$ cat src/rrt_pkg.sv
// Shared package of the race result table: sizes, command and status codes,
// and the control and status words between controller and datapath. No dependencies.
package rrt_pkg;

	localparam int TABLE_ENTRIES = 32;
	localparam int IDX_W = (TABLE_ENTRIES > 1) ? $clog2(TABLE_ENTRIES) : 1;
	localparam int CNT_W = $clog2(TABLE_ENTRIES + 1);

	localparam int CMD_W    = 2;
	localparam int KEY_W    = 16;
	localparam int TIME_W   = 32;
	localparam int STATUS_W = 2;
	localparam int MIN_W    = 17;
	localparam int SEC_W    = 6;
	localparam int MS_W     = 10;

	// elapsed-time split by reciprocal multiplication, q = (x * RECIP) >> SHIFT;
	// exact for every 32-bit time and for every whole-second count (23 bits)
	localparam int QSEC_W      = 23;
	localparam int RECIP_MS_W  = 29;
	localparam int RECIP_SEC_W = 24;
	localparam int SHIFT_MS    = 38;
	localparam int SHIFT_SEC   = 29;
	localparam int PROD_MS_W   = TIME_W + RECIP_MS_W;
	localparam int PROD_SEC_W  = QSEC_W + RECIP_SEC_W;

	localparam logic [RECIP_MS_W-1:0]  RECIP_MS    = 29'd274877907;
	localparam logic [RECIP_SEC_W-1:0] RECIP_SEC   = 24'd8947849;
	localparam logic [MS_W-1:0]        MS_PER_SEC  = 10'd1000;
	localparam logic [SEC_W-1:0]       SEC_PER_MIN = 6'd60;

	localparam logic [CMD_W-1:0] CMD_START  = 2'd0;
	localparam logic [CMD_W-1:0] CMD_FINISH = 2'd1;
	localparam logic [CMD_W-1:0] CMD_QUERY  = 2'd2;
	localparam logic [CMD_W-1:0] CMD_UNUSED = 2'd3;

	localparam logic [STATUS_W-1:0] ST_VALID     = 2'd0;
	localparam logic [STATUS_W-1:0] ST_ORDER     = 2'd1;
	localparam logic [STATUS_W-1:0] ST_MISSING   = 2'd2;
	localparam logic [STATUS_W-1:0] ST_NOT_FOUND = 2'd3;

	typedef struct packed {
		logic load_item;
		logic scan_clear;
		logic scan_run;
		logic write_en;
		logic set_not_found;
		logic eval;
		logic div_step;
		logic div_next;
		logic div_fin;
		logic out_load;
	} rrt_ctl_t;

	typedef struct packed {
		logic [CMD_W-1:0] new_cmd;
		logic [CMD_W-1:0] item_cmd;
		logic             hit;
		logic             miss;
		logic             eval_ok;
		logic             out_free;
	} rrt_sts_t;

endpackage

$ cat src/rrt_in_if.sv
// Input channel of the race result table: valid/ready and one command word.
// Depends on rrt_pkg.
interface rrt_in_if import rrt_pkg::*; ();
	logic              valid;
	logic              ready;
	logic [CMD_W-1:0]  command;
	logic [KEY_W-1:0]  racer_id;
	logic [TIME_W-1:0] time_ms;

	modport source (output valid, command, racer_id, time_ms, input ready);
	modport sink   (input valid, command, racer_id, time_ms, output ready);
endinterface

$ cat src/rrt_out_if.sv
// Result channel of the race result table: valid/ready and one result word.
// Depends on rrt_pkg.
interface rrt_out_if import rrt_pkg::*; ();
	logic                valid;
	logic                ready;
	logic [KEY_W-1:0]    result_racer;
	logic [STATUS_W-1:0] status;
	logic [MIN_W-1:0]    minutes;
	logic [SEC_W-1:0]    seconds;
	logic [MS_W-1:0]     milliseconds;

	modport source (output valid, result_racer, status, minutes, seconds, milliseconds,
		input ready);
	modport sink   (input valid, result_racer, status, minutes, seconds, milliseconds,
		output ready);
endinterface

$ cat src/rrt_ram.sv
// Generic single-write, single-read RAM with registered read data.
// No dependencies.
module rrt_ram #(
	parameter int WIDTH = 32,
	parameter int DEPTH = 32
) (
	input  logic                                         clk,
	input  logic                                         we,
	input  logic [((DEPTH > 1) ? $clog2(DEPTH) : 1)-1:0] wr_addr,
	input  logic [WIDTH-1:0]                             wr_data,
	input  logic [((DEPTH > 1) ? $clog2(DEPTH) : 1)-1:0] rd_addr,
	output logic [WIDTH-1:0]                             rd_data
);
	logic [WIDTH-1:0] mem_q [DEPTH];

	always_ff @(posedge clk) begin
		if (we) begin
			mem_q[wr_addr] <= wr_data;
		end
		rd_data <= mem_q[rd_addr];
	end
endmodule

$ cat src/rrt_datapath.sv
// Datapath of the race result table: key/start/finish RAMs, scan counter,
// fill count and ring head, reciprocal time split and result register. Uses rrt_pkg, rrt_ram.
module rrt_datapath import rrt_pkg::*; (
	input  logic                clk,
	input  logic                arst_n,
	input  rrt_ctl_t            ctl,
	output rrt_sts_t            sts,
	input  logic [CMD_W-1:0]    command,
	input  logic [KEY_W-1:0]    racer_id,
	input  logic [TIME_W-1:0]   time_ms,
	output logic                out_valid,
	input  logic                out_ready,
	output logic [KEY_W-1:0]    result_racer,
	output logic [STATUS_W-1:0] status,
	output logic [MIN_W-1:0]    minutes,
	output logic [SEC_W-1:0]    seconds,
	output logic [MS_W-1:0]     milliseconds
);
	localparam logic [IDX_W-1:0] LAST_SLOT = IDX_W'(TABLE_ENTRIES - 1);

	logic [CMD_W-1:0]    cmd_q;
	logic [KEY_W-1:0]    key_q;
	logic [TIME_W-1:0]   time_q;
	logic [CNT_W-1:0]    count_q;
	logic [IDX_W-1:0]    oldest_q;
	logic [CNT_W-1:0]    scan_idx_q;
	logic                pend_q;
	logic [IDX_W-1:0]    pidx_q;
	logic [IDX_W-1:0]    slot_q;
	logic                hit_q;
	logic [TIME_W-1:0]   div_q;
	logic [QSEC_W-1:0]   qsec_q;
	logic [MS_W-1:0]     ms_q;
	logic [MIN_W-1:0]    mins_q;
	logic [SEC_W-1:0]    secs_q;
	logic [STATUS_W-1:0] res_status_q;
	logic                out_valid_q;

	logic [IDX_W-1:0]    rd_addr;
	logic [KEY_W-1:0]    key_rd;
	logic [TIME_W-1:0]   start_rd;
	logic [TIME_W-1:0]   finish_rd;
	logic                issue;
	logic                hit;
	logic                miss;
	logic                full;
	logic                is_start;
	logic                start_we;
	logic                finish_we;
	logic [TIME_W-1:0]   start_wd;
	logic [TIME_W-1:0]   finish_wd;
	logic [PROD_MS_W-1:0]  prod_ms;
	logic [PROD_SEC_W-1:0] prod_sec;
	logic [MS_W-1:0]     ms_back;
	logic [SEC_W-1:0]    sec_back;
	logic [STATUS_W-1:0] eval_status;

	assign issue    = scan_idx_q < count_q;
	assign hit      = pend_q && (key_rd == key_q);
	assign miss     = !pend_q && !issue;
	assign full     = count_q == CNT_W'(TABLE_ENTRIES);
	assign rd_addr  = ctl.scan_run ? scan_idx_q[IDX_W-1:0] : slot_q;
	assign is_start = cmd_q == CMD_START;

	// a fresh entry gets both times written, the untouched one cleared
	assign start_we  = ctl.write_en && (is_start || !hit_q);
	assign finish_we = ctl.write_en && (!is_start || !hit_q);
	assign start_wd  = is_start ? time_q : '0;
	assign finish_wd = is_start ? '0 : time_q;

	rrt_ram #(.WIDTH(KEY_W), .DEPTH(TABLE_ENTRIES)) u_key_ram (
		.clk     (clk),
		.we      (ctl.write_en && !hit_q),
		.wr_addr (slot_q),
		.wr_data (key_q),
		.rd_addr (rd_addr),
		.rd_data (key_rd)
	);

	rrt_ram #(.WIDTH(TIME_W), .DEPTH(TABLE_ENTRIES)) u_start_ram (
		.clk     (clk),
		.we      (start_we),
		.wr_addr (slot_q),
		.wr_data (start_wd),
		.rd_addr (rd_addr),
		.rd_data (start_rd)
	);

	rrt_ram #(.WIDTH(TIME_W), .DEPTH(TABLE_ENTRIES)) u_finish_ram (
		.clk     (clk),
		.we      (finish_we),
		.wr_addr (slot_q),
		.wr_data (finish_wd),
		.rd_addr (rd_addr),
		.rd_data (finish_rd)
	);

	// hold the accepted word
	always_ff @(posedge clk) begin
		if (ctl.load_item) begin
			cmd_q  <= command;
			key_q  <= racer_id;
			time_q <= time_ms;
		end
	end

	// key scan: one read issued per cycle, compared in the cycle after
	always_ff @(posedge clk or negedge arst_n) begin
		if (!arst_n) begin
			scan_idx_q <= '0;
			pend_q     <= 1'b0;
			pidx_q     <= '0;
			slot_q     <= '0;
			hit_q      <= 1'b0;
			count_q    <= '0;
			oldest_q   <= '0;
		end else begin
			if (ctl.scan_clear) begin
				scan_idx_q <= '0;
				pend_q     <= 1'b0;
			end else if (ctl.scan_run) begin
				pend_q <= issue;
				pidx_q <= scan_idx_q[IDX_W-1:0];
				if (issue) begin
					scan_idx_q <= scan_idx_q + CNT_W'(1);
				end
				if (hit) begin
					slot_q <= pidx_q;
					hit_q  <= 1'b1;
				end else if (miss) begin
					slot_q <= full ? oldest_q : count_q[IDX_W-1:0];
					hit_q  <= 1'b0;
				end
			end
			if (ctl.write_en && !hit_q) begin
				if (!full) begin
					count_q <= count_q + CNT_W'(1);
				end else begin
					oldest_q <= (oldest_q == LAST_SLOT) ? '0 : oldest_q + IDX_W'(1);
				end
			end
		end
	end

	always_comb begin
		if (start_rd == '0 || finish_rd == '0) begin
			eval_status = ST_MISSING;
		end else if (start_rd >= finish_rd) begin
			eval_status = ST_ORDER;
		end else begin
			eval_status = ST_VALID;
		end
	end

	// split the elapsed time over three steps: whole seconds (32 by 29 bit
	// product), then milliseconds and minutes, then seconds; the remainders
	// only need their low bits, so subtract modulo the field width
	assign prod_ms  = PROD_MS_W'(div_q) * PROD_MS_W'(RECIP_MS);
	assign prod_sec = PROD_SEC_W'(qsec_q) * PROD_SEC_W'(RECIP_SEC);
	assign ms_back  = qsec_q[MS_W-1:0] * MS_PER_SEC;
	assign sec_back = mins_q[SEC_W-1:0] * SEC_PER_MIN;

	always_ff @(posedge clk) begin
		if (ctl.eval) begin
			res_status_q <= eval_status;
			div_q        <= finish_rd - start_rd;
		end else if (ctl.set_not_found) begin
			res_status_q <= ST_NOT_FOUND;
		end else if (ctl.div_step) begin
			qsec_q <= prod_ms[SHIFT_MS +: QSEC_W];
		end else if (ctl.div_next) begin
			ms_q   <= div_q[MS_W-1:0] - ms_back;
			mins_q <= prod_sec[SHIFT_SEC +: MIN_W];
		end else if (ctl.div_fin) begin
			secs_q <= qsec_q[SEC_W-1:0] - sec_back;
		end
	end

	// result register
	always_ff @(posedge clk or negedge arst_n) begin
		if (!arst_n) begin
			out_valid_q <= 1'b0;
		end else if (ctl.out_load) begin
			out_valid_q <= 1'b1;
		end else if (out_ready) begin
			out_valid_q <= 1'b0;
		end
	end

	always_ff @(posedge clk) begin
		if (ctl.out_load) begin
			result_racer <= key_q;
			status       <= res_status_q;
			if (res_status_q == ST_VALID) begin
				minutes      <= mins_q;
				seconds      <= secs_q;
				milliseconds <= ms_q;
			end else begin
				minutes      <= '0;
				seconds      <= '0;
				milliseconds <= '0;
			end
		end
	end

	assign out_valid = out_valid_q;

	assign sts.new_cmd  = command;
	assign sts.item_cmd = cmd_q;
	assign sts.hit      = hit;
	assign sts.miss     = miss;
	assign sts.eval_ok  = eval_status == ST_VALID;
	assign sts.out_free = !out_valid_q || out_ready;
endmodule

$ cat src/rrt_controller.sv
// Sequencer of the race result table: steps one word through scan, store,
// read-back, division and result hand-over. Uses rrt_pkg.
module rrt_controller import rrt_pkg::*; (
	input  logic     clk,
	input  logic     arst_n,
	input  logic     in_valid,
	output logic     in_ready,
	output rrt_ctl_t ctl,
	input  rrt_sts_t sts
);
	localparam logic [3:0] S_IDLE   = 4'd0;
	localparam logic [3:0] S_SCAN   = 4'd1;
	localparam logic [3:0] S_WRITE  = 4'd2;
	localparam logic [3:0] S_READ   = 4'd3;
	localparam logic [3:0] S_EVAL   = 4'd4;
	localparam logic [3:0] S_DIV1   = 4'd5;
	localparam logic [3:0] S_DIVMID = 4'd6;
	localparam logic [3:0] S_DIV2   = 4'd7;
	localparam logic [3:0] S_OUT    = 4'd8;

	logic [3:0] state_q;
	logic [3:0] state_nx;

	assign in_ready = state_q == S_IDLE;

	always_comb begin
		ctl      = '0;
		state_nx = state_q;
		case (state_q)
			S_IDLE: begin
				if (in_valid) begin
					ctl.load_item = 1'b1;
					if (sts.new_cmd != CMD_UNUSED) begin
						ctl.scan_clear = 1'b1;
						state_nx       = S_SCAN;
					end
				end
			end
			S_SCAN: begin
				ctl.scan_run = 1'b1;
				if (sts.hit || sts.miss) begin
					if (sts.item_cmd != CMD_QUERY) begin
						state_nx = S_WRITE;
					end else if (sts.hit) begin
						state_nx = S_READ;
					end else begin
						ctl.set_not_found = 1'b1;
						state_nx          = S_OUT;
					end
				end
			end
			S_WRITE: begin
				ctl.write_en = 1'b1;
				state_nx     = (sts.item_cmd == CMD_START) ? S_IDLE : S_READ;
			end
			S_READ: begin
				state_nx = S_EVAL;
			end
			S_EVAL: begin
				ctl.eval = 1'b1;
				state_nx = sts.eval_ok ? S_DIV1 : S_OUT;
			end
			S_DIV1: begin
				ctl.div_step = 1'b1;
				state_nx     = S_DIVMID;
			end
			S_DIVMID: begin
				ctl.div_next = 1'b1;
				state_nx     = S_DIV2;
			end
			S_DIV2: begin
				ctl.div_fin = 1'b1;
				state_nx    = S_OUT;
			end
			S_OUT: begin
				if (sts.out_free) begin
					ctl.out_load = 1'b1;
					state_nx     = S_IDLE;
				end
			end
			default: begin
				state_nx = S_IDLE;
			end
		endcase
	end

	always_ff @(posedge clk or negedge arst_n) begin
		if (!arst_n) begin
			state_q <= S_IDLE;
		end else begin
			state_q <= state_nx;
		end
	end
endmodule

$ cat src/race_result_table_unit.sv
// Race result table, top level: joins the controller and the datapath to the
// command and result channels. Uses rrt_pkg, rrt_in_if, rrt_out_if, rrt_controller, rrt_datapath.
//
// Keeps up to TABLE_ENTRIES racers, each with a start and a finish time in ms
// (0 means no data). A start or finish word updates the racer's entry, appends
// a new one, or, with the table full, overwrites the oldest entry in ring
// order. A finish word or a query word yields one result word: racer number,
// status (valid, start not before finish, time missing, racer not found) and
// the elapsed time split into minutes, seconds and milliseconds, zero unless
// the status is valid. Command code 3 is taken and dropped. Words are handled
// one at a time: the key scan reads one RAM entry per cycle, over the entries
// in use, and a finish word or a successful query then splits the elapsed
// time by reciprocal multiplication. A result word left waiting in the output
// register holds the controller at the hand-over of the next result, and with
// it the input. The table needs no clearing pass after reset: the fill count
// bounds every scan and fresh entries are written whole.
module race_result_table_unit import rrt_pkg::*; (
	input logic   clk,
	input logic   arst_n,
	rrt_in_if.sink    req,
	rrt_out_if.source rsp
);
	rrt_ctl_t ctl;
	rrt_sts_t sts;

	// sequence each word
	rrt_controller u_ctrl (
		.clk      (clk),
		.arst_n   (arst_n),
		.in_valid (req.valid),
		.in_ready (req.ready),
		.ctl      (ctl),
		.sts      (sts)
	);

	// hold the table, split the elapsed time, drive the result word
	rrt_datapath u_dp (
		.clk          (clk),
		.arst_n       (arst_n),
		.ctl          (ctl),
		.sts          (sts),
		.command      (req.command),
		.racer_id     (req.racer_id),
		.time_ms      (req.time_ms),
		.out_valid    (rsp.valid),
		.out_ready    (rsp.ready),
		.result_racer (rsp.result_racer),
		.status       (rsp.status),
		.minutes      (rsp.minutes),
		.seconds      (rsp.seconds),
		.milliseconds (rsp.milliseconds)
	);
endmodule

$ cat src/flat_wrapper.sv
// flat-port wrapper written by rule: the top's interface ports become plain ports
module race_result_table_unit_flat import rrt_pkg::*;
  (clk, arst_n, req_valid, req_command, req_racer_id, req_time_ms, req_ready, rsp_valid, rsp_result_racer, rsp_status, rsp_minutes, rsp_seconds, rsp_milliseconds, rsp_ready);
  rrt_in_if req_i ();
  rrt_out_if rsp_i ();
  input logic clk;
  input logic arst_n;
  input wire logic [$bits(req_i.valid)-1:0] req_valid;
  input wire logic [$bits(req_i.command)-1:0] req_command;
  input wire logic [$bits(req_i.racer_id)-1:0] req_racer_id;
  input wire logic [$bits(req_i.time_ms)-1:0] req_time_ms;
  output wire logic [$bits(req_i.ready)-1:0] req_ready;
  output wire logic [$bits(rsp_i.valid)-1:0] rsp_valid;
  output wire logic [$bits(rsp_i.result_racer)-1:0] rsp_result_racer;
  output wire logic [$bits(rsp_i.status)-1:0] rsp_status;
  output wire logic [$bits(rsp_i.minutes)-1:0] rsp_minutes;
  output wire logic [$bits(rsp_i.seconds)-1:0] rsp_seconds;
  output wire logic [$bits(rsp_i.milliseconds)-1:0] rsp_milliseconds;
  input wire logic [$bits(rsp_i.ready)-1:0] rsp_ready;
  assign req_i.valid = req_valid;
  assign req_i.command = req_command;
  assign req_i.racer_id = req_racer_id;
  assign req_i.time_ms = req_time_ms;
  assign req_ready = req_i.ready;
  assign rsp_valid = rsp_i.valid;
  assign rsp_result_racer = rsp_i.result_racer;
  assign rsp_status = rsp_i.status;
  assign rsp_minutes = rsp_i.minutes;
  assign rsp_seconds = rsp_i.seconds;
  assign rsp_milliseconds = rsp_i.milliseconds;
  assign rsp_i.ready = rsp_ready;
  race_result_table_unit u_core (.clk(clk), .arst_n(arst_n), .req(req_i), .rsp(rsp_i));
endmodule
$ cat config.mk
export PLATFORM = sky130hd
export DESIGN_NAME = race_result_table_unit_flat
export DESIGN_NICKNAME = d
export VERILOG_FILES = /design/src/rrt_pkg.sv /design/src/rrt_in_if.sv /design/src/rrt_out_if.sv /design/src/rrt_ram.sv /design/src/rrt_datapath.sv /design/src/rrt_controller.sv /design/src/race_result_table_unit.sv /design/src/flat_wrapper.sv
export SDC_FILE = /design/constraint.sdc
export NUM_CORES = 2
export LEC_CHECK = 0
export ABC_AREA = 1
export BUFFER_PORTS_ARGS = -buffer_cell sky130_fd_sc_hd__buf_2
export CELL_PAD_IN_SITES_DETAIL_PLACEMENT = 0
export CELL_PAD_IN_SITES_GLOBAL_PLACEMENT = 1
export CORE_MARGIN = 3
export CORE_UTILIZATION = 33
export DETAILED_ROUTE_END_ITERATION = 7
export PLACE_DENSITY = 0.65
export SETUP_SLACK_MARGIN = 0.02
export SLEW_MARGIN = 15
export SYNTH_ARGS = -nofsm -noshare
export SYNTH_HDL_FRONTEND = slang
export SYNTH_SLANG_ARGS = --single-unit
$ cat constraint.sdc
create_clock -name clk -period 5.9 [get_ports clk]
set_clock_uncertainty 0.2 [all_clocks]
set_input_delay 0.885 -clock clk [delete_from_list [all_inputs] [get_ports clk]]
set_output_delay 0.885 -clock clk [all_outputs]
set_load 0.1 [all_outputs]
== After elaboration in Yosys (flattened, before gate mapping) ==
Memories as Yosys holds them, arrays and structs flattened. A register that Yosys moved wholly into a read port is not among the register bits.
Cells that the tools add are included.
Storage, ports and cells
  register bits: 225
  bits in writable memories: 2560
  bits of input ports: 54
  output and inout bits: 53
  logic and storage cells: 146
  memories kept: 3
Operators by class
  add/sub/neg operators: 6
  multiply operators: 4
  $lt $le $gt $ge: 2
  equal/unequal tests: 17
  multiplexer cells: 50
  bitwise gates (word level): 6
  reductions and logical operators: 35
Memories
  u_core.u_dp.u_finish_ram.mem_q: words 32, bits a word 32, rd ports 1, clocked after Yosys merged registers in 1, wr ports 1, RTL line rrt_ram.sv:14  | logic [WIDTH-1:0] mem_q [DEPTH];
  u_core.u_dp.u_start_ram.mem_q: words 32, bits a word 32, rd ports 1, clocked after Yosys merged registers in 1, wr ports 1, RTL line rrt_ram.sv:14
  u_core.u_dp.u_key_ram.mem_q: words 32, bits a word 16, rd ports 1, clocked after Yosys merged registers in 1, wr ports 1, RTL line rrt_ram.sv:14
Operators by type and width (number)
  $logic_not A32 Y1: 2
  $mux W32: 2
  $mul A32 B29 Y61 const B: 1
  $mul A23 B24 Y46 const B: 1
  $pmux W4 S9: 1
  $ge A32 B32 Y1: 1
  $sub A32 B32 Y32: 1
  $mux W4: 7
  $mux W1: 26
  $mux W5: 5
  $mux W6: 3
  $eq A16 B16 Y1: 1
  $eq A4 B3 Y1 const B: 4
  $add A6 B1 Y6 const B: 2
  $mux W2: 6
  $mul A10 B7 Y7 const B: 1
  $reduce_bool A2 Y1: 5
  $sub A10 B10 Y10: 1
  $eq A4 B2 Y1 const B: 2
  $ne A2 B2 Y1 const B: 4
  $reduce_and A2 Y1: 4
  $reduce_and A4 Y1: 2
  $eq A6 B6 Y1 const B: 1
  $logic_not A2 Y1: 3
  other kinds (15): 34

== Depth between registers and ports, before layout ==
  depth in word-level cells: 8
  depth in mapped cells: 27
  depth with buffers taken out: 27

== Hierarchy ==
Synthesis repeated with hierarchy kept, for this count alone.
Unflattened totals
  cells, all modules: 13280
  area, all modules: 141015.2 sq um
By module, submodules not included
  rrt_ram (u_core.u_dp.u_finish_ram ...): times used 2, cells each 3536, area an instance 42405.7 sq um, sequential area each 31390.1 sq um
  rrt_datapath: times used 1, cells each 4341, area an instance 34499.3 sq um, sequential area each 6486.2 sq um
  rrt_ram (u_core.u_dp.u_key_ram): times used 1, cells each 1794, area an instance 21301.7 sq um, sequential area each 15695.1 sq um
  rrt_controller: times used 1, cells each 73, area an instance 402.9 sq um, sequential area each 100.1 sq um

== Worst setup path after synthesis ==
Ideal clock, no wire load.
  path kind: register to register
  start: reg u_core.u_dp.div_q[20]
  end: reg u_core.u_dp.qsec_q[5], data pin
  setup time: 259 ps
  data arrival time: 5584 ps
  data required time: 5441 ps
  path slack: -143 ps
  stages on the path, launching flop included: 25
  path buffers: 0
  clock period less this slack: 6043 ps
  cell sequence: edfxtp_1 ha_1 fa_1 fa_1 inv_1 fa_1 inv_1 fa_1 inv_1 fa_1 inv_1 fa_1 inv_1 fa_1 inv_1 ha_1 nand2_1 nor2_1 inv_1 nor2_1 inv_1 nor3_1 nand3_1 nand3_1 xor2_1
On the way
  cells in the longest elaborated chain, start to end: 1
RTL lines
  from (decl): RTL line rrt_datapath.sv:31  | logic [TIME_W-1:0] div_q;
  from (signal assigned): RTL line rrt_datapath.sv:166  | div_q <= finish_rd - start_rd;
  $mul A32 B29 Y61: RTL line rrt_datapath.sv:158  | assign prod_ms = PROD_MS_W'(div_q) * PROD_MS_W'(RECIP_MS);
  net u_core.u_dp.prod_ms[43]: RTL line rrt_datapath.sv:52  | logic [PROD_MS_W-1:0] prod_ms;
  to (signal assigned): RTL line rrt_datapath.sv:170  | qsec_q <= prod_ms[SHIFT_MS +: QSEC_W];
  to (decl): RTL line rrt_datapath.sv:32  | logic [QSEC_W-1:0] qsec_q;
The timed path passes the listed nets, and every way through them passes these cells.
A chain may end at the register's enable or synchronous reset.

== Worst setup path in the final report ==
  start: reg u_core.u_dp.div_q[8]
  end: reg u_core.u_dp.qsec_q[14], data pin
Same word-level chain as after synthesis.

==> reports/metrics.cfg <==
[clocking]
path_clk_slew_ns=0.07
htree_levels=5
ctsRootBufferMaster=clkbuf_16
tritoncts=yes
cts_max_path_buffers=4
numCtsBuffers=319
clock-sinks=2865
clock_latency_ns=0.95

[timing]
slew_viol_final=0
min_period_ns=6.22
worst_slew_pin_slew_ns=1.20
max_freq_mhz=161
setup_slack_ns=-0.324
max_slew_margin_pct=20.0
setup_viol=23
hold_viol=0
period_share_pct=105
rsz0062_at_grt=true

[logic_synthesis]
synthCells=12681
async_flop_share_pct=1.19
syn_avg_cell_area_um2=10.9
synth_edf_count=2751
yosysUniqueCellTypes=45
yosysSeqAreaShare_pct=61.4
synth_fp_nets=13709
ys_warn_count=0
ys_ff_latch=2865
synthesis.area_um2=139000
yosys_most_used_dff=edfxtp_1

[floorplan]
die_y_um=654
placementRows=237
io_pins=107
die_area_um2=428000
start_util_pct=33.2
core_um2=417000
die_w_um=654

[outcome]
violations=setup timing
status=finished, violations left

[critical_path]
worstSetupPathType=flip-flop to flip-flop
crit_arrival_ns=6.70
cp_max_fo=4
crit_required_ns=6.37
setup.worst_path.end_class=flip-flop
crit_path_start_kind=flip-flop

[place]
dp.cells=18223
port-buffer-count=106
hpwl_um=271000
gp_congestion=0.881

[route]
drt-total-wl_um=439000
wl_per_cell_um=23.2
dr.pass1.iters=7
drcViolationCount=0
drtAntennaViolNets=0
drt_iter0_drc=9079
drt-vias-per-instance=5.00
dr_total_vias=94619

[layout]
syn2layout_area_growth_pct=16.9
stdcell_count=18927
final_net_count=14186
num-fill-cells=40172
drive_above_1_share_pct=12.2
utilization_pct=38.8

[grt]
grt_pass1_vias=90771
antenna_found_initial=11
grt_pass1_wl_um=637000
track_usage_pct=20.1
gr-total-overflow=0
grt_max_degree=168

[worst_hold_path]
min_path_type=input pin to flip-flop

[run]
max_cap_violations=0

==> sequential cells by signal (all words and copies together) (netlist names), 6 cells and up <==
signal,flops
u_core.u_dp.u_key_ram.rd_data,16
u_core.u_dp.div_q,32
u_core.u_dp.count_q,6
u_core.u_dp.key_q,16
u_core.u_dp.milliseconds,10
u_core.u_dp.seconds,6
u_core.u_dp.ms_q,10
u_core.u_dp.secs_q,6
u_core.u_dp.minutes,17
u_core.u_dp.qsec_q,23
u_core.u_dp.u_finish_ram.rd_data,32
u_core.u_dp.mins_q,17
u_core.u_dp.u_start_ram.rd_data,32
u_core.u_dp.u_key_ram.mem_q,512
u_core.u_dp.scan_idx_q,6
u_core.u_dp.time_q,32
u_core.u_dp.result_racer,16
u_core.u_dp.u_start_ram.mem_q,1024
u_core.u_dp.u_finish_ram.mem_q,1024
==> cells in the final DEF (no fill, tap or decap), drive strengths merged, types with 12 or more instances in the layout <==
cell type	n
nand3	2410
nand4	44
a21o	18
clkbuf	448
nor3	51
buf	687
a31oi	14
ha	608
inv	1411
edfxtp	2751
o21ai	135
dlygate4sd3	49
nand2	3261
fa	366
clkinv	99
nand3b	40
nor2	510
dfrtp	34
dfxtp	80
a21boi	12
o21bai	24
bufinv	14
xor2	46
a21oi	173
xnor2	22
o211ai	78
==> through the flow <==
stage | hold slack (ns) | cell area (um^2) | TNS [ns] | setup WS, ns
after floorplan | 0.217 | 139000 | -0.0104 | -0.00762
after global placement | 0.272 | 149000 | -9.96 | -0.582
after detailed placement | 0.273 | 149000 | -10.04 | -0.562
after CTS | 0.0378 | 160000 | -6.24 | -0.330
after global routing | 0.0640 | 162000 | -10.57 | -0.541
final | 0.118 | 162000 | -5.97 | -0.324
==> Yosys cell counts, types with 2 or more instances <==
cell type     n  area [um^2]
nor2_1      509         1910
a21oi_1     173          866
fa_1        366         7330
o21a_1       11         82.6
dfxtp_1      80         1600
o21ai_0     129          646
ha_1        608         7610
buf_1        37          139
o31ai_1       2         15.0
clkbuf_1    157          589
dfrtp_1      34          851
o21bai_1     24          180
buf_2       346         1730
nor3b_1       4         30.0
nand2_2       3         18.8
xor2_1       46          403
o22ai_1       4         25.0
inv_2         7         26.3
nand3_1    2409        12100
nand3b_1     40          300
inv_1      1385         5200
o21ai_1       3         15.0
a21boi_0     12         90.1
or2_2         3         18.8
o21ai_2       3         26.3
buf_4        39          293
nor3_1       50          250
nor4_1        2         12.5
edfxtp_1   2751        82600
nand2_1    3258        12200
nand4_1      44          275
a21o_1       18          135
o211ai_1     78          586
a31oi_1      14         87.6
xnor2_1      22          193
==> worst paths after layout <==
check,cells after the start,from,endpoint,slack (ns)
max in group asynchronous,2,arst_n,u_core.u_dp.pidx_q[3],4.38
max reg2reg,25,u_core.u_dp.div_q[8],u_core.u_dp.qsec_q[14],-0.32
min in group asynchronous,2,arst_n,u_core.u_dp.out_valid,0.45
min,1,req_command[0],u_core.u_dp.cmd_q[0],0.12
min reg2reg,1,u_core.u_dp.pidx_q[0],u_core.u_dp.pidx_q[0],0.29
max,25,u_core.u_dp.div_q[8],u_core.u_dp.qsec_q[14],-0.32
==> kinds of logic after synthesis <==
logic type / share of synthesized area [%]
AOI/OAI and AO/OA: 2.01
buffers and inverters: 5.77
DFF: 61.4
and+or+nand+nor: 19.6
adders and majority gates: 10.8
xor gates and xnor gates: 0.430
==> final cells by class <==
| class | instances | area (um^2) | area share [%] |
|---|---|---|---|
| antenna | 8 | 20.0 | 0.0124 |
| clock buffer | 448 | 8870 | 5.48 |
| clock inverter | 137 | 1370 | 0.846 |
| inverter | 1393 | 5270 | 3.25 |
| multi-input combinational | 7843 | 48400 | 29.9 |
| sequential | 2865 | 85100 | 52.5 |
| tap | 5497 | 6880 | 4.25 |
| timing repair buffer | 736 | 6110 | 3.77 |
==> layer usage <==
layer  vias to the layer above  global-route usage [%]  routed length (um)
met1                     46889                    28.0              193000
met3                       600                    2.75               28400
met5                         -                       0                  27
li1                      44090                       -                   -
met2                      3036                    32.6              205000
met4                         4                    5.79               13400
==> what timing repair did <==
item | CTS | global route
pin swaps | 51 | 117
hold endpoints to repair | 82 | 0
endpoints found under the setup margin | 23 | 23
buffers inserted | 27 | 33
hold buffers | 49 | 0
gates resized for setup | 191 | 240
==> worst max-delay path, stage by stage (launching register included) <==
cell and delay (ns):
edfxtp_1 0.45, buf_6 0.16, ha_4 0.21, fa_2 0.36
fa_1 0.49, inv_1 0.05, fa_1 0.49, inv_2 0.04
fa_1 0.52, inv_2 0.04, fa_1 0.52, inv_1 0.05
fa_1 0.47, inv_1 0.05, fa_1 0.54, inv_2 0.06
ha_4 0.27, a21o_1 0.19, a21oi_2 0.14, nor2_1 0.06
nor2_1 0.15, nand3_2 0.12, nand2_4 0.12, nand3_4 0.08
nand2_2 0.08, nand2_2 0.04
Power is left out: the tool's default activity adds up to more than one toggle a clock period on the data nets, which glitch-free logic cannot reach.
